File: src/sv/jbt_pkg.sv
package jbt_pkg;

  // Result field widths
  localparam int KIND_W    = 4;
  localparam int TOK_OFF_W = 16;

  // Token kinds
  localparam logic [KIND_W-1:0] K_LBRACE   = 4'd0;
  localparam logic [KIND_W-1:0] K_RBRACE   = 4'd1;
  localparam logic [KIND_W-1:0] K_LBRACKET = 4'd2;
  localparam logic [KIND_W-1:0] K_RBRACKET = 4'd3;
  localparam logic [KIND_W-1:0] K_COMMA    = 4'd4;
  localparam logic [KIND_W-1:0] K_COLON    = 4'd5;
  localparam logic [KIND_W-1:0] K_STRING   = 4'd6;
  localparam logic [KIND_W-1:0] K_NUMBER   = 4'd7;
  localparam logic [KIND_W-1:0] K_TRUE     = 4'd8;
  localparam logic [KIND_W-1:0] K_FALSE    = 4'd9;
  localparam logic [KIND_W-1:0] K_NULL     = 4'd10;
  localparam logic [KIND_W-1:0] K_ERROR    = 4'd11;
  localparam logic [KIND_W-1:0] K_END      = 4'd12;

  // One token as delivered on the result channel
  typedef struct packed {
    logic                 last;
    logic [TOK_OFF_W-1:0] end_off;
    logic [TOK_OFF_W-1:0] start_off;
    logic [KIND_W-1:0]    kind;
  } token_t;

  // Queue entry: the tokens produced by one text byte (one or two)
  typedef struct packed {
    logic   two;
    token_t tok1;
    token_t tok0;
  } entry_t;

endpackage

File: src/sv/jbt_front.sv
module jbt_front #(
  parameter int OFFSET_BITS = 16
) (
  input  logic            clk,
  input  logic            rst,
  input  logic            accept,
  input  logic [7:0]      text_byte,
  input  logic            end_of_text,
  output logic            push,
  output jbt_pkg::entry_t entry
);
  import jbt_pkg::*;

  typedef enum logic [4:0] {
    M_IDLE = 5'b00001,
    M_STR  = 5'b00010,
    M_NUM  = 5'b00100,
    M_LIT  = 5'b01000,
    M_ERR  = 5'b10000
  } mode_t;

  // Characters of interest
  localparam logic [7:0] CH_SPACE    = 8'h20;
  localparam logic [7:0] CH_NL       = 8'h0A;
  localparam logic [7:0] CH_QUOTE    = 8'h22;
  localparam logic [7:0] CH_COMMA    = 8'h2C;
  localparam logic [7:0] CH_MINUS    = 8'h2D;
  localparam logic [7:0] CH_DOT      = 8'h2E;
  localparam logic [7:0] CH_ZERO     = 8'h30;
  localparam logic [7:0] CH_NINE     = 8'h39;
  localparam logic [7:0] CH_COLON    = 8'h3A;
  localparam logic [7:0] CH_LBRACKET = 8'h5B;
  localparam logic [7:0] CH_RBRACKET = 8'h5D;
  localparam logic [7:0] CH_F        = 8'h66;
  localparam logic [7:0] CH_N        = 8'h6E;
  localparam logic [7:0] CH_T        = 8'h74;
  localparam logic [7:0] CH_LBRACE   = 8'h7B;
  localparam logic [7:0] CH_RBRACE   = 8'h7D;

  // Literal tails still to skip, and literal codes
  localparam logic [2:0] SKIP_TRUE  = 3'd3;
  localparam logic [2:0] SKIP_FALSE = 3'd4;
  localparam logic [2:0] SKIP_NULL  = 3'd3;
  localparam logic [1:0] LIT_TRUE   = 2'd0;
  localparam logic [1:0] LIT_FALSE  = 2'd1;
  localparam logic [1:0] LIT_NULL   = 2'd2;

  localparam logic [OFFSET_BITS-1:0] OFF_MAX = '1;

  function automatic logic [KIND_W-1:0] lit_kind(input logic [1:0] lk);
    case (lk)
      LIT_TRUE:  lit_kind = K_TRUE;
      LIT_FALSE: lit_kind = K_FALSE;
      default:   lit_kind = K_NULL;
    endcase
  endfunction

  mode_t                  mode, mode_next;
  logic [OFFSET_BITS-1:0] byte_offset, token_begin, begin_next;
  logic [2:0]             skip_remaining, skip_next, skip_dec;
  logic [1:0]             literal_kind, lk_next;

  logic [OFFSET_BITS-1:0] p, q;
  logic                   is_digit, num_part, run_idle;
  logic                   a_v, b_v, c_v;
  logic [KIND_W-1:0]      a_kind, b_kind, c_kind;
  logic [OFFSET_BITS-1:0] a_end, c_start;
  token_t                 tok_a, tok_b, tok_c;
  logic [1:0]             ntok;

  // Offsets with saturation
  assign p        = byte_offset;
  assign q        = (p == OFF_MAX) ? p : p + OFFSET_BITS'(1);
  assign is_digit = (text_byte >= CH_ZERO) && (text_byte <= CH_NINE);
  assign num_part = is_digit || (text_byte == CH_MINUS) || (text_byte == CH_DOT);
  assign skip_dec = (skip_remaining != 3'd0) ? skip_remaining - 3'd1 : 3'd0;

  // Classify the byte against the current mode
  always_comb begin
    mode_next = mode;
    begin_next = token_begin;
    skip_next = skip_remaining;
    lk_next = literal_kind;
    a_v = 1'b0;
    a_kind = K_NUMBER;
    a_end = q;
    run_idle = 1'b0;
    b_v = 1'b0;
    b_kind = K_ERROR;

    unique case (mode)
      M_STR: begin
        if (text_byte == CH_QUOTE) begin
          a_v = 1'b1;
          a_kind = K_STRING;
          mode_next = M_IDLE;
        end
      end
      M_NUM: begin
        if (!num_part) begin
          a_v = 1'b1;
          a_kind = K_NUMBER;
          a_end = p;
          run_idle = 1'b1;
        end
      end
      M_LIT: begin
        skip_next = skip_dec;
        if (skip_dec == 3'd0) begin
          a_v = 1'b1;
          a_kind = lit_kind(literal_kind);
          mode_next = M_IDLE;
        end
      end
      M_ERR: begin
        mode_next = M_ERR;
      end
      default: begin
        run_idle = 1'b1;
      end
    endcase

    // Byte seen between tokens
    if (run_idle) begin
      mode_next = M_IDLE;
      case (text_byte)
        CH_SPACE, CH_NL: begin
        end
        CH_LBRACE: begin
          b_v = 1'b1;
          b_kind = K_LBRACE;
        end
        CH_RBRACE: begin
          b_v = 1'b1;
          b_kind = K_RBRACE;
        end
        CH_LBRACKET: begin
          b_v = 1'b1;
          b_kind = K_LBRACKET;
        end
        CH_RBRACKET: begin
          b_v = 1'b1;
          b_kind = K_RBRACKET;
        end
        CH_COMMA: begin
          b_v = 1'b1;
          b_kind = K_COMMA;
        end
        CH_COLON: begin
          b_v = 1'b1;
          b_kind = K_COLON;
        end
        CH_QUOTE: begin
          mode_next = M_STR;
          begin_next = p;
        end
        CH_T: begin
          mode_next = M_LIT;
          begin_next = p;
          skip_next = SKIP_TRUE;
          lk_next = LIT_TRUE;
        end
        CH_F: begin
          mode_next = M_LIT;
          begin_next = p;
          skip_next = SKIP_FALSE;
          lk_next = LIT_FALSE;
        end
        CH_N: begin
          mode_next = M_LIT;
          begin_next = p;
          skip_next = SKIP_NULL;
          lk_next = LIT_NULL;
        end
        default: begin
          if (is_digit || text_byte == CH_MINUS) begin
            mode_next = M_NUM;
            begin_next = p;
          end else begin
            mode_next = M_ERR;
            b_v = 1'b1;
            b_kind = K_ERROR;
          end
        end
      endcase
    end
  end

  // Closing token on the final byte
  always_comb begin
    c_v = 1'b0;
    c_kind = K_END;
    c_start = q;
    if (end_of_text) begin
      if (mode_next == M_STR) begin
        c_v = 1'b1;
        c_kind = K_ERROR;
        c_start = begin_next;
      end else if (mode_next == M_NUM) begin
        c_v = 1'b1;
        c_kind = K_NUMBER;
        c_start = begin_next;
      end else if (mode_next == M_LIT) begin
        c_v = 1'b1;
        c_kind = lit_kind(lk_next);
        c_start = begin_next;
      end else if (!a_v && !b_v) begin
        c_v = 1'b1;
      end
    end
  end

  assign tok_a = '{last: 1'b0, end_off: TOK_OFF_W'(a_end),
                   start_off: TOK_OFF_W'(token_begin), kind: a_kind};
  assign tok_b = '{last: 1'b0, end_off: TOK_OFF_W'(q),
                   start_off: TOK_OFF_W'(p), kind: b_kind};
  assign tok_c = '{last: 1'b0, end_off: TOK_OFF_W'(q),
                   start_off: TOK_OFF_W'(c_start), kind: c_kind};

  // Pack the (at most two) tokens in order
  assign ntok = 2'(a_v) + 2'(b_v) + 2'(c_v);

  always_comb begin
    entry.tok0 = a_v ? tok_a : (b_v ? tok_b : tok_c);
    entry.tok1 = (a_v && b_v) ? tok_b : tok_c;
    entry.two = (ntok == 2'd2);
    if (entry.two) begin
      entry.tok1.last = end_of_text;
    end else begin
      entry.tok0.last = end_of_text;
    end
  end

  assign push = accept && (ntok != 2'd0);

  // Lexer state
  always_ff @(posedge clk) begin
    if (rst) begin
      mode <= M_IDLE;
      byte_offset <= '0;
      token_begin <= '0;
      skip_remaining <= '0;
      literal_kind <= '0;
    end else if (accept) begin
      if (end_of_text) begin
        mode <= M_IDLE;
        byte_offset <= '0;
        token_begin <= '0;
        skip_remaining <= '0;
        literal_kind <= '0;
      end else begin
        mode <= mode_next;
        byte_offset <= q;
        token_begin <= begin_next;
        skip_remaining <= skip_next;
        literal_kind <= lk_next;
      end
    end
  end

endmodule

File: src/sv/jbt_queue.sv
module jbt_queue (
  input  logic            clk,
  input  logic            rst,
  input  logic            push,
  input  jbt_pkg::entry_t push_entry,
  output logic            full,
  output logic            not_empty,
  input  logic            pop,
  output jbt_pkg::entry_t head
);
  import jbt_pkg::*;

  localparam int DEPTH = 4;
  localparam int PTR_W = $clog2(DEPTH);

  entry_t           slots [DEPTH];
  logic [PTR_W-1:0] wr_ptr, rd_ptr;
  logic [PTR_W:0]   count;

  assign full      = (count == (PTR_W + 1)'(DEPTH));
  assign not_empty = (count != '0);
  assign head      = slots[rd_ptr];

  // Entry storage
  always_ff @(posedge clk) begin
    if (push) begin
      slots[wr_ptr] <= push_entry;
    end
  end

  // Pointers and fill count
  always_ff @(posedge clk) begin
    if (rst) begin
      wr_ptr <= '0;
      rd_ptr <= '0;
      count <= '0;
    end else begin
      if (push) begin
        wr_ptr <= wr_ptr + PTR_W'(1);
      end
      if (pop) begin
        rd_ptr <= rd_ptr + PTR_W'(1);
      end
      if (push && !pop) begin
        count <= count + (PTR_W + 1)'(1);
      end else if (pop && !push) begin
        count <= count - (PTR_W + 1)'(1);
      end
    end
  end

endmodule

File: src/sv/jbt_back.sv
module jbt_back (
  input  logic            clk,
  input  logic            rst,
  input  logic            head_valid,
  input  jbt_pkg::entry_t head,
  output logic            pop,
  output logic            out_valid,
  input  logic            out_ready,
  output jbt_pkg::token_t out_tok
);
  import jbt_pkg::*;

  logic second;
  logic load;

  // Output register free or being drained this cycle
  assign load = !out_valid || out_ready;
  assign pop  = load && head_valid && (second || !head.two);

  // Payload: one token per cycle from the head entry while the output can load
  always_ff @(posedge clk) begin
    if (load && head_valid) begin
      out_tok <= second ? head.tok1 : head.tok0;
    end
  end

  // Control
  always_ff @(posedge clk) begin
    if (rst) begin
      out_valid <= 1'b0;
      second <= 1'b0;
    end else if (load) begin
      out_valid <= head_valid;
      if (head_valid) begin
        second <= head.two && !second;
      end
    end
  end

endmodule

File: src/sv/json_byte_tokenizer_core.sv
// JSON byte tokenizer.
// Slave stream: one text byte per transfer on s_tdata, s_tlast set on the
// final byte of a document. Master stream: one token per transfer, with
// kind and start/end byte offsets in m_tdata and m_tlast on the document's
// final token. A byte yields zero, one or two tokens.
// A byte is taken every cycle while the four-entry token queue between the
// lexer front end and the output stage has room; the output stage sends
// one token per cycle while the receiver is ready, so a run of bytes that
// give two tokens each can fill the queue. The first token of a byte passes
// through the queue and then the output register to the master side.
// When the receiver stalls, the output register holds its token and the
// queue absorbs up to four more bytes' tokens before s_tready drops.
// Synchronous reset empties the queue and the output register and returns
// the lexer to idle at offset 0; the final byte of a document does the
// same to the lexer, so the next byte starts a new document.
// Offsets count in OFFSET_BITS bits, saturate at the top and leave the
// block as their low 16 bits.
module json_byte_tokenizer_core #(
  parameter int OFFSET_BITS = 16
) (
  input  logic        clk,
  input  logic        rst,
  input  logic        s_tvalid,
  output logic        s_tready,
  input  logic [7:0]  s_tdata,   // [7:0] text_byte
  input  logic        s_tlast,   // end_of_text
  output logic        m_tvalid,
  input  logic        m_tready,
  output logic [39:0] m_tdata,   // [3:0] token_kind, [19:4] token_start,
                                 // [35:20] token_end, [39:36] zero
  output logic        m_tlast    // last_result
);
  import jbt_pkg::*;

  logic   accept, push, q_full, q_not_empty, pop;
  entry_t push_entry, head;
  token_t out_tok;

  assign s_tready = !q_full;
  assign accept   = s_tvalid && s_tready;

  jbt_front #(
    .OFFSET_BITS(OFFSET_BITS)
  ) u_front (
    .clk        (clk),
    .rst        (rst),
    .accept     (accept),
    .text_byte  (s_tdata),
    .end_of_text(s_tlast),
    .push       (push),
    .entry      (push_entry)
  );

  jbt_queue u_queue (
    .clk       (clk),
    .rst       (rst),
    .push      (push),
    .push_entry(push_entry),
    .full      (q_full),
    .not_empty (q_not_empty),
    .pop       (pop),
    .head      (head)
  );

  jbt_back u_back (
    .clk       (clk),
    .rst       (rst),
    .head_valid(q_not_empty),
    .head      (head),
    .pop       (pop),
    .out_valid (m_tvalid),
    .out_ready (m_tready),
    .out_tok   (out_tok)
  );

  // Result packing
  assign m_tdata = {4'b0000, out_tok.end_off, out_tok.start_off, out_tok.kind};
  assign m_tlast = out_tok.last;

endmodule

File: config.mk
export PLATFORM = sky130hd
export DESIGN_NAME = json_byte_tokenizer_core
export DESIGN_NICKNAME = d
export VERILOG_FILES = /design/src/sv/jbt_pkg.sv /design/src/sv/jbt_front.sv /design/src/sv/jbt_queue.sv /design/src/sv/jbt_back.sv /design/src/sv/json_byte_tokenizer_core.sv
export SDC_FILE = /design/constraint.sdc
export NUM_CORES = 1
export LEC_CHECK = 0
export BUFFER_PORTS_ARGS = -buffer_cell sky130_fd_sc_hd__buf_2
export CAP_MARGIN = 40
export CORE_MARGIN = 2
export CORE_UTILIZATION = 33
export DETAILED_ROUTE_END_ITERATION = 6
export GPL_ROUTABILITY_DRIVEN = 0
export PLACE_DENSITY = 0.45
export SYNTH_ARGS = -nofsm -noshare
export SYNTH_HDL_FRONTEND = slang
export SYNTH_SLANG_ARGS = --single-unit
File: constraint.sdc
create_clock -name clk -period 6.1 [get_ports clk]
set_input_delay 0.61 -clock clk [delete_from_list [all_inputs] [get_ports clk]]
set_output_delay 0.61 -clock clk [all_outputs]
set_load 0.05 [all_outputs]
==> flow_metrics.tcl, run 1 <==
set metrics [dict create \
    status "completed" \
    path_clk_slew_ns 0.06 \
    worstHoldPathType "in -> reg" \
    grt_pass1_wl_mm 63.2 \
    syn-cell-area_mm2 0.0169 \
    fp.dieH_um 230 \
    ys_seq_elements 390 \
    start_util_pct 33.6 \
    tightest_slew_ns 0.923 \
    leakage_nw 6.38 \
    drv_slew 0 \
    htree_levels 2 \
    dp_hpwl_mm 25.8 \
    yosysWarnings 0 \
    cp_max_fo 9 \
    finClkSkew_ns 0.0188 \
    fillers 4738 \
    postLayoutCoreUtil_pct 38.1 \
    numCtsBuffers 44 \
    grt_setup_unrepaired "no" \
    finalSetupViolCount 0 \
    worst-setup-path-type "reg -> reg" \
    max_slew_margin_pct 38.5 \
    rows 82 \
    cts_tree "yes" \
    ctsHoldBuffers 0 \
    cp-start-kind "register" \
    final_common_cell "edfxtp_1" \
    stdcell_area_mm2 0.0192 \
    max_freq_mhz 223 \
    vdd_ir_drop_max_uv 182 \
    post-cts-setup-buffers 0 \
    die_x_um 230 \
    worst_slack_ns 1.62 \
    endpoint_kind "register" \
    placed_cell_area_mm2 0.0179 \
    grt_pass1_vias 9910 \
    drive_gt1_share_pct 21.2 \
    finalCritPeriodShare_pct 73.4 \
    ys.flop_type "edfxtp_1" \
    antenna_found_initial 0 \
    cp_top_family "simple AND/OR/NAND/NOR gates" \
    fin_crit_ns 4.48 \
    cp_slowest_cell "fa_1" \
    vias_per_cell 5.13 \
    power_density_mw_per_mm2 415 \
    avgSynthCellArea_um2 14.6 \
    area_delta_synth_final_pct 13.5 \
    pre_cts_ws_ns 1.17 \
    clkLatencyLatePin_ns 0.57 \
    critPathMaxStageDelay_ns 0.52 \
    yosysSeqAreaShare_pct 66.1 \
    cp_data_arrival_time_ns 4.96 \
    gr-total-overflow 0 \
    routed_wl_mm 41.4 \
    crit_buf_inv 1 \
    synthCells 1156 \
    core_area_mm2 0.0504 \
    crit_required_ns 6.59 \
    port_buffers 51 \
    final_cell_mix "edfxtp_1 (337), nand2_1 (160), nor2_1 (87)" \
    drtPass1Iterations 5 \
    die_area_mm2 0.0531 \
    pin_count 56 \
    grt_max_degree 46 \
    wl_per_cell_um 21.8 \
    drtIter0Drc 753 \
    max-cap-violations 0 \
    antenna_cells 0 \
    drt_drc_violations_left 0 \
    vias 9741 \
    synth_edf_count 337 \
    track_usage_pct 15.9 \
    cts.repair.resized 0 \
    final_nets 1215 \
    synth.distinct_cells 82 \
    cts_sinks 390 \
    cp_common_cell "nor2_1" \
    tns_ns 0 \
    cts-root-buf "clkbuf_16" \
    hold_slack_ns 0.325 \
    async_reset_ff_share_pct 0 \
    crit_chain "xnor2_1 -> or3_4 -> a21oi_4 -> a21oi_2 -> or3_1 -> nor2_1 -> nor2_1 -> fa_1 -> nor2_1 -> nor2_1 -> ha_1 -> inv_1 -> fa_1 -> xor2_1 -> or3_1 -> a21oi_1" \
    ant_nets 0 \
    hold_viol 0 \
    cts.path.max_buffers 3 \
]
[worst min-delay path, delay by kind of cell]
kind / cells / cell delay (ns)
buffers and inverters: 2 / 0.11
AO/OA/AOI/OAI: 1 / 0.05
AND/OR/NAND/NOR: 1 / 0.06
[flip-flops by register name (all words and copies together), names as in the netlist, named ones only]
| name | cells |
|---|---|
| u_queue.wr_ptr | 2 |
| u_front.token_begin | 16 |
| u_front.mode | 5 |
| u_queue.slots | 300 |
| u_back.second | 1 |
| u_front.byte_offset | 16 |
| u_queue.count | 3 |
| u_front.literal_kind | 2 |
| u_back.out_tok | 37 |
| u_queue.rd_ptr | 2 |
| u_back.out_valid | 1 |
| u_front.skip_remaining | 3 |
[worst paths after layout]
kind | start | endpoint | slack (ns) | depth (start not counted)
min reg2reg | u_back.out_valid$_SDFFE_PP0P_ | u_back.out_valid$_SDFFE_PP0P_ | 0.47 | 2
max reg2reg | u_front.mode[2]$_SDFFE_PP0P_ | u_queue.count[2]$_SDFFE_PP0P_ | 1.62 | 16
max | u_front.mode[2]$_SDFFE_PP0P_ | u_queue.count[2]$_SDFFE_PP0P_ | 1.62 | 16
min | m_tready | u_back.out_valid$_SDFFE_PP0P_ | 0.33 | 4
[layer usage]
| layer | vias up | routed length (µm) | global-route usage [%] |
|---|---|---|---|
| li1 | 4483 | - | - |
| met1 | 4950 | 18600 | 21.6 |
| met2 | 245 | 20000 | 26.1 |
| met3 | 63 | 1860 | 2.58 |
| met4 | 0 | 979 | 5.16 |
| met5 | - | 0 | 0 |
[power by group]
group | total, mW | internal (mW) | switching [mW]
Clock | 2.45 | 1.41 | 1.04
Combinational | 2.01 | 0.688 | 1.32
Sequential | 3.50 | 3.36 | 0.143
Total | 7.97 | 5.46 | 2.51
[cell usage after synthesis (all sizes together) (7+ instances only)]
library cell | n | area (µm²)
edfxtp | 337 | 10100
nand2 | 162 | 613
nor2 | 94 | 373
mux4 | 75 | 1690
dfxtp | 53 | 1060
a22oi | 50 | 380
a21oi | 43 | 253
buf | 43 | 275
clkbuf | 39 | 146
o21ai | 36 | 206
nand3 | 21 | 110
xnor2 | 19 | 166
o22ai | 17 | 120
nor3 | 15 | 80.1
inv | 13 | 48.8
nor2b | 12 | 75.1
nand2b | 11 | 78.8
xor2 | 11 | 96.3
and2 | 8 | 51.3
or3 | 8 | 65.1
mux2i | 7 | 70.1
[logic make-up (layout without fill, tap and decap cells)]
kind of cell | count (synthesis) | count (layout) | synth area share, %
xor+xnor | 30 | 30 | 1.55
other cells | 1 | 4 | 0.0222
buf+inv | 95 | 164 | 2.78
fa+ha+maj | 8 | 8 | 0.681
mux | 87 | 87 | 10.7
flops | 390 | 390 | 66.1
simple gates | 355 | 355 | 9.72
compound gates | 190 | 190 | 8.36
[through the flow]
stage          power (mW)  std cells
2_1_floorplan        5.05       1159
3_3_place_gp         5.62       1817
3_5_place_dp         5.66       1820
4_1_cts              8.14       1900
5_1_grt              8.38       1900
6_report             7.97       1900
[layout make-up]
cell class / count / area (µm²) / share of cell area, %
Clock buffer: 58 / 1180 / 6.18
Clock inverter: 22 / 136 / 0.711
Inverter: 13 / 48.8 / 0.254
Multi-Input combinational cell: 674 / 5290 / 27.5
Sequential cell: 390 / 11200 / 58.3
Tap cell: 672 / 841 / 4.38
Timing Repair Buffer: 71 / 500 / 2.61
Power figures use the tool's default switching activity.
==> inputs of run 2 (changes only) <==
clock period = 4.3 ns   (was 6.1 ns; I/O delays follow)
==> flow_metrics.tcl, run 2 (same netlist as run 1, synthesis figures left out) <==
set metrics [dict create \
    cts-root-buf "clkbuf_16" \
    antenna_found_initial 0 \
    postLayoutCoreUtil_pct 38.6 \
    routed_wl_mm 41.6 \
    cts.path.max_buffers 3 \
    worst-setup-path-type "reg -> reg" \
    endpoint_kind "register" \
    fin_crit_ns 3.86 \
    drtPass1Iterations 5 \
    crit_required_ns 4.79 \
    final_nets 1240 \
    power_density_mw_per_mm2 585 \
    cp_top_family "simple AND/OR/NAND/NOR gates" \
    cts.repair.resized 0 \
    critPathMaxStageDelay_ns 0.51 \
    dp_hpwl_mm 26.2 \
    cp_data_arrival_time_ns 4.35 \
    critical_path.endpoint "u_queue.count[2]$_SDFFE_PP0P_" \
    worstHoldPathType "in -> reg" \
    grt_setup_unrepaired "no" \
    grt_max_degree 46 \
    fp.dieH_um 230 \
    cp_common_cell "nor2_1" \
    status "completed" \
    port_buffers 51 \
    hold_slack_ns 0.149 \
    finClkSkew_ns 0.0241 \
    ant_nets 0 \
    htree_levels 2 \
    cts_sinks 390 \
    pre_cts_ws_ns 0.181 \
    final_cell_count_no_fill 1923 \
    path_clk_slew_ns 0.06 \
    numCtsBuffers 43 \
    cts_tree "yes" \
    crit_buf_inv 2 \
    tightest_slew_ns 0.852 \
    wl_per_cell_um 21.6 \
    core_area_mm2 0.0504 \
    die_area_mm2 0.0531 \
    max_slew_margin_pct 43.2 \
    grt.met3_usage_pct 2.57 \
    track_usage_pct 16.0 \
    finalCritPeriodShare_pct 89.7 \
    ctsHoldBuffers 0 \
    vdd_ir_drop_max_uv 252 \
    hold_viol 0 \
    cp_num_cells 17 \
    rows 82 \
    drive_gt1_share_pct 22.7 \
    worst_slack_ns 0.444 \
    die_x_um 230 \
    grt_use_met2_pct 27.0 \
    rrSetupSlack_ns 0.44 \
    start_util_pct 33.6 \
    startpoint "u_front.mode[4]$_SDFFE_PP0P_" \
    top_register "u_queue.slots" \
    cp_max_fo 9 \
    gr-max-usage-layer "met2" \
    cp_slowest_cell "fa_1" \
    max-cap-violations 0 \
    vias_per_cell 5.14 \
    largest_reg_flops 300 \
    reg2reg_to "u_queue.count[2]$_SDFFE_PP0P_" \
    antenna_cells 0 \
    gr-usage-met1_pct 21.2 \
    leakage_nw 6.53 \
    max_freq_mhz 259 \
    placed_cells 1846 \
    reg2reg_from "u_front.mode[4]$_SDFFE_PP0P_" \
    post-cts-setup-buffers 0 \
    finalSetupViolCount 0 \
    area_delta_synth_final_pct 14.9 \
    reg2reg_depth 17 \
    grt_pass1_wl_mm 63.8 \
    crit_chain "or3_1 -> or2_1 -> nand2b_4 -> and3_1 -> inv_1 -> nor2_1 -> nor2_1 -> nor2_1 -> fa_1 -> nor2_1 -> nor2_1 -> ha_1 -> inv_1 -> fa_1 -> xor2_1 -> or3_1 -> a21oi_1" \
    top_regs "u_queue.slots: 300 flops, u_back.out_tok: 37 flops" \
    cp-start-kind "register" \
    final_common_cell "edfxtp_1" \
    drtIter0Drc 823 \
    drv_slew 0 \
    final_cell_mix "edfxtp_1 (337), nand2_1 (160), nor2_1 (88)" \
    drt_drc_violations_left 0 \
    grt_pass1_vias 10130 \
    pin_count 56 \
    vias 9892 \
    clkLatencyLatePin_ns 0.57 \
    tns_ns 0 \
    gr-total-overflow 0 \
]
==> run 2: metal layers <==
metal	up-vias	routed length (µm)
met3	63	1470
met1	5078	18700
met2	215	20400
met4	0	973
li1	4536	-
met5	-	0
==> run 2: worst reg2reg max path, cell delays in order, from the launching register on <==
cell,delay [ns]
dfxtp_1,0.38
or3_1,0.44
or2_1,0.31
nand2b_4,0.19
and3_1,0.18
inv_1,0.07
nor2_1,0.05
nor2_1,0.11
nor2_1,0.06
fa_1,0.51
nor2_1,0.05
nor2_1,0.12
ha_1,0.20
inv_1,0.07
fa_1,0.43
xor2_1,0.18
or3_1,0.30
a21oi_1,0.14
==> run 2: worst min path at each step <==
| stage | cells after the start | end | from |
|---|---|---|---|
| 5_1_grt | 4 | u_back.out_valid$_SDFFE_PP0P_ | m_tready |
| 2_1_floorplan | 2 | u_front.skip_remaining[2]$_SDFFE_PP0P_ | u_front.skip_remaining[2]$_SDFFE_PP0P_ |
| 4_1_cts | 4 | u_back.out_valid$_SDFFE_PP0P_ | m_tready |
| 3_3_place_gp | 2 | u_back.out_valid$_SDFFE_PP0P_ | u_back.out_valid$_SDFFE_PP0P_ |
| 3_5_place_dp | 2 | u_back.out_valid$_SDFFE_PP0P_ | u_back.out_valid$_SDFFE_PP0P_ |
| 6_report | 4 | u_back.out_valid$_SDFFE_PP0P_ | m_tready |
==> run 2: where the power goes <==
| group | internal (mW) | switching, mW | total [mW] |
|---|---|---|---|
| sequential | 4.77 | 0.175 | 4.94 |
| combinational | 1.02 | 1.92 | 2.93 |
| clock | 2.02 | 1.47 | 3.49 |
| total | 7.80 | 3.56 | 11.4 |
==> run 2: cell type report <==
class | count | area, µm²
Fill cell | 4683 | 30900
Sequential cell | 390 | 11200
Multi-Input combinational cell | 674 | 5280
Clock buffer | 56 | 1160
Tap cell | 672 | 841
Timing Repair Buffer | 97 | 746
Clock inverter | 21 | 164
Inverter | 13 | 48.8
==> run 2: stage by stage <==
step / total power [mW] / area, µm²
final: 11.4 / 19400
after global routing: 11.9 / 19400
after CTS: 11.6 / 19400
after detailed placement: 8.06 / 18100
after global placement: 8.00 / 18000
after floorplan: 7.15 / 16900
==> inputs of run 3 (changes only) <==
clock period = 4.9 ns   (was 4.3 ns; I/O delays follow)
==> flow_metrics.tcl, run 3 (same netlist as run 1, synthesis figures left out) <==
set metrics [dict create \
    cts.repair.resized 0 \
    antenna_found_initial 0 \
    cts_sinks 390 \
    cts-root-buf "clkbuf_16" \
    p_sw_mw 3.14 \
    grt_setup_unrepaired "no" \
    grt_pass1_vias 10229 \
    finalCritPeriodShare_pct 82.0 \
    tns_ns 0 \
    endpoint_kind "register" \
    tightest_slew_ns 0.781 \
    worstHoldPathType "in -> reg" \
    hold_viol 0 \
    drt_drc_violations_left 0 \
    pwr-share-seq_pct 43.2 \
    gr-total-overflow 0 \
    final_cell_mix "edfxtp_1 (337), nand2_1 (160), nor2_1 (87)" \
    fp.dieH_um 230 \
    cp-start-kind "register" \
    max-cap-violations 0 \
    cts.path.max_buffers 3 \
    cts_tree "yes" \
    finalSetupViolCount 0 \
    clkPwrFrac_pct 31.1 \
    numCtsBuffers 43 \
    rrSetupSlack_ns 0.88 \
    sw_frac_of_total_pct 31.3 \
    whs_path_depth 4 \
    antenna_cells 0 \
    max_slew_margin_pct 46.5 \
    p_comb_share_pct 25.7 \
    grt_max_degree 53 \
    leakage_nw 6.47 \
    reg2reg_depth 16 \
    top_regs "u_queue.slots: 300 flops, u_back.out_tok: 37 flops" \
    ant_nets 0 \
    final_nets 1228 \
    die_area_mm2 0.0531 \
    hold_slack_ns 0.211 \
    fin_crit_ns 4.02 \
    status "completed" \
    drv_slew 0 \
    routed_wl_mm 42.0 \
    top_register "u_queue.slots" \
    max_freq_mhz 249 \
    drtPass1Iterations 5 \
    grt_pass1_wl_mm 64.2 \
    worst-setup-path-type "reg -> reg" \
    drtIter0Drc 590 \
    pin_count 56 \
    fillers 4740 \
    htree_levels 2 \
    final_common_cell "edfxtp_1" \
    vdd_ir_drop_max_uv 249 \
    wl_per_cell_um 22.0 \
    drive_gt1_share_pct 22.3 \
    vias 9800 \
    power_density_mw_per_mm2 518 \
    path_clk_slew_ns 0.06 \
    dp_hpwl_mm 26.5 \
    rows 82 \
    crit_required_ns 5.39 \
    cp_max_fo 9 \
    clkLatencyLatePin_ns 0.57 \
    area_delta_synth_final_pct 14.5 \
    ctsHoldBuffers 0 \
    core_area_mm2 0.0504 \
    post-cts-setup-buffers 0 \
    largest_reg_flops 300 \
    die_x_um 230 \
    p_int_mw 6.88 \
    cp_data_arrival_time_ns 4.51 \
    track_usage_pct 16.1 \
    port_buffers 51 \
    finClkSkew_ns 0.0221 \
    start_util_pct 33.6 \
    vias_per_cell 5.13 \
]
[run 3: cell count changes in the layout (fill, tap and decap cells not counted), moves of 2 or more]
cell	change
buf_4	-11
buf_8	+2
clkinv_2	-2
buf_12	-3
[run 3: routing by layer]
metal  global-route usage [%]  up-vias  wire length [µm]
met1                     21.4     4997             18800
met4                     5.54        0              1050
met3                     2.41       65              1590
li1                         -     4512                 -
met5                        0        -                 0
met2                     26.8      226             20500
[run 3: power groups by stage]
| stage | logic (mW) | registers (mW) | clock network (mW) |
|---|---|---|---|
| floorplan | 1.33 | 4.95 | 0 |
| global placement | 2.61 | 4.40 | 0 |
| detailed placement | 2.66 | 4.40 | 0 |
| CTS | 2.67 | 4.34 | 3.22 |
| global route | 2.81 | 4.37 | 3.34 |
| finish | 2.57 | 4.33 | 3.12 |
[run 3: area by class of cell]
cell class	count	area [µm²]	area share, %
sequential	390	11200	57.8
multi-input combinational	674	5290	27.3
clock buffer	58	1190	6.17
tap	672	841	4.34
timing repair buffer	85	633	3.27
clock inverter	20	169	0.872
inverter	13	48.8	0.252
[run 3: path summary, 6_finish.rpt]
kind / startpoint / endpoint
worst min-delay path: m_tready / u_back.out_valid$_SDFFE_PP0P_
worst max register to register: u_front.mode[4]$_SDFFE_PP0P_ / u_queue.count[2]$_SDFFE_PP0P_
worst min register to register: u_back.out_valid$_SDFFE_PP0P_ / u_back.out_valid$_SDFFE_PP0P_
worst max-delay path: u_front.mode[4]$_SDFFE_PP0P_ / u_queue.count[2]$_SDFFE_PP0P_
[run 3: worst max-delay path, cell delays in order (launching register included)]
cell,delay (ns)
dfxtp_1,0.46
nor4b_1,0.27
a21oi_1,0.15
a21oi_4,0.34
a21oi_2,0.13
or3_1,0.38
nor2_1,0.12
nor2_1,0.06
fa_1,0.51
nor2_1,0.04
nor2_1,0.15
ha_1,0.21
inv_1,0.07
fa_1,0.43
xor2_1,0.18
or3_1,0.30
a21oi_1,0.14
[run 3: per-stage QoR]
step                power [mW]  setup slack [ns]  util, %  instances  cell area (µm²)
floorplan                 6.28             0.640        -       1159            16900
global placement          7.01             0.641     35.6       1829            17900
detailed placement        7.07             0.629     35.7       1834            18000
CTS                       10.2             0.878     38.4       1912            19400
global route              10.5             0.422     38.4       1912            19400
finish                    10.0             0.881     38.4       1912            19400
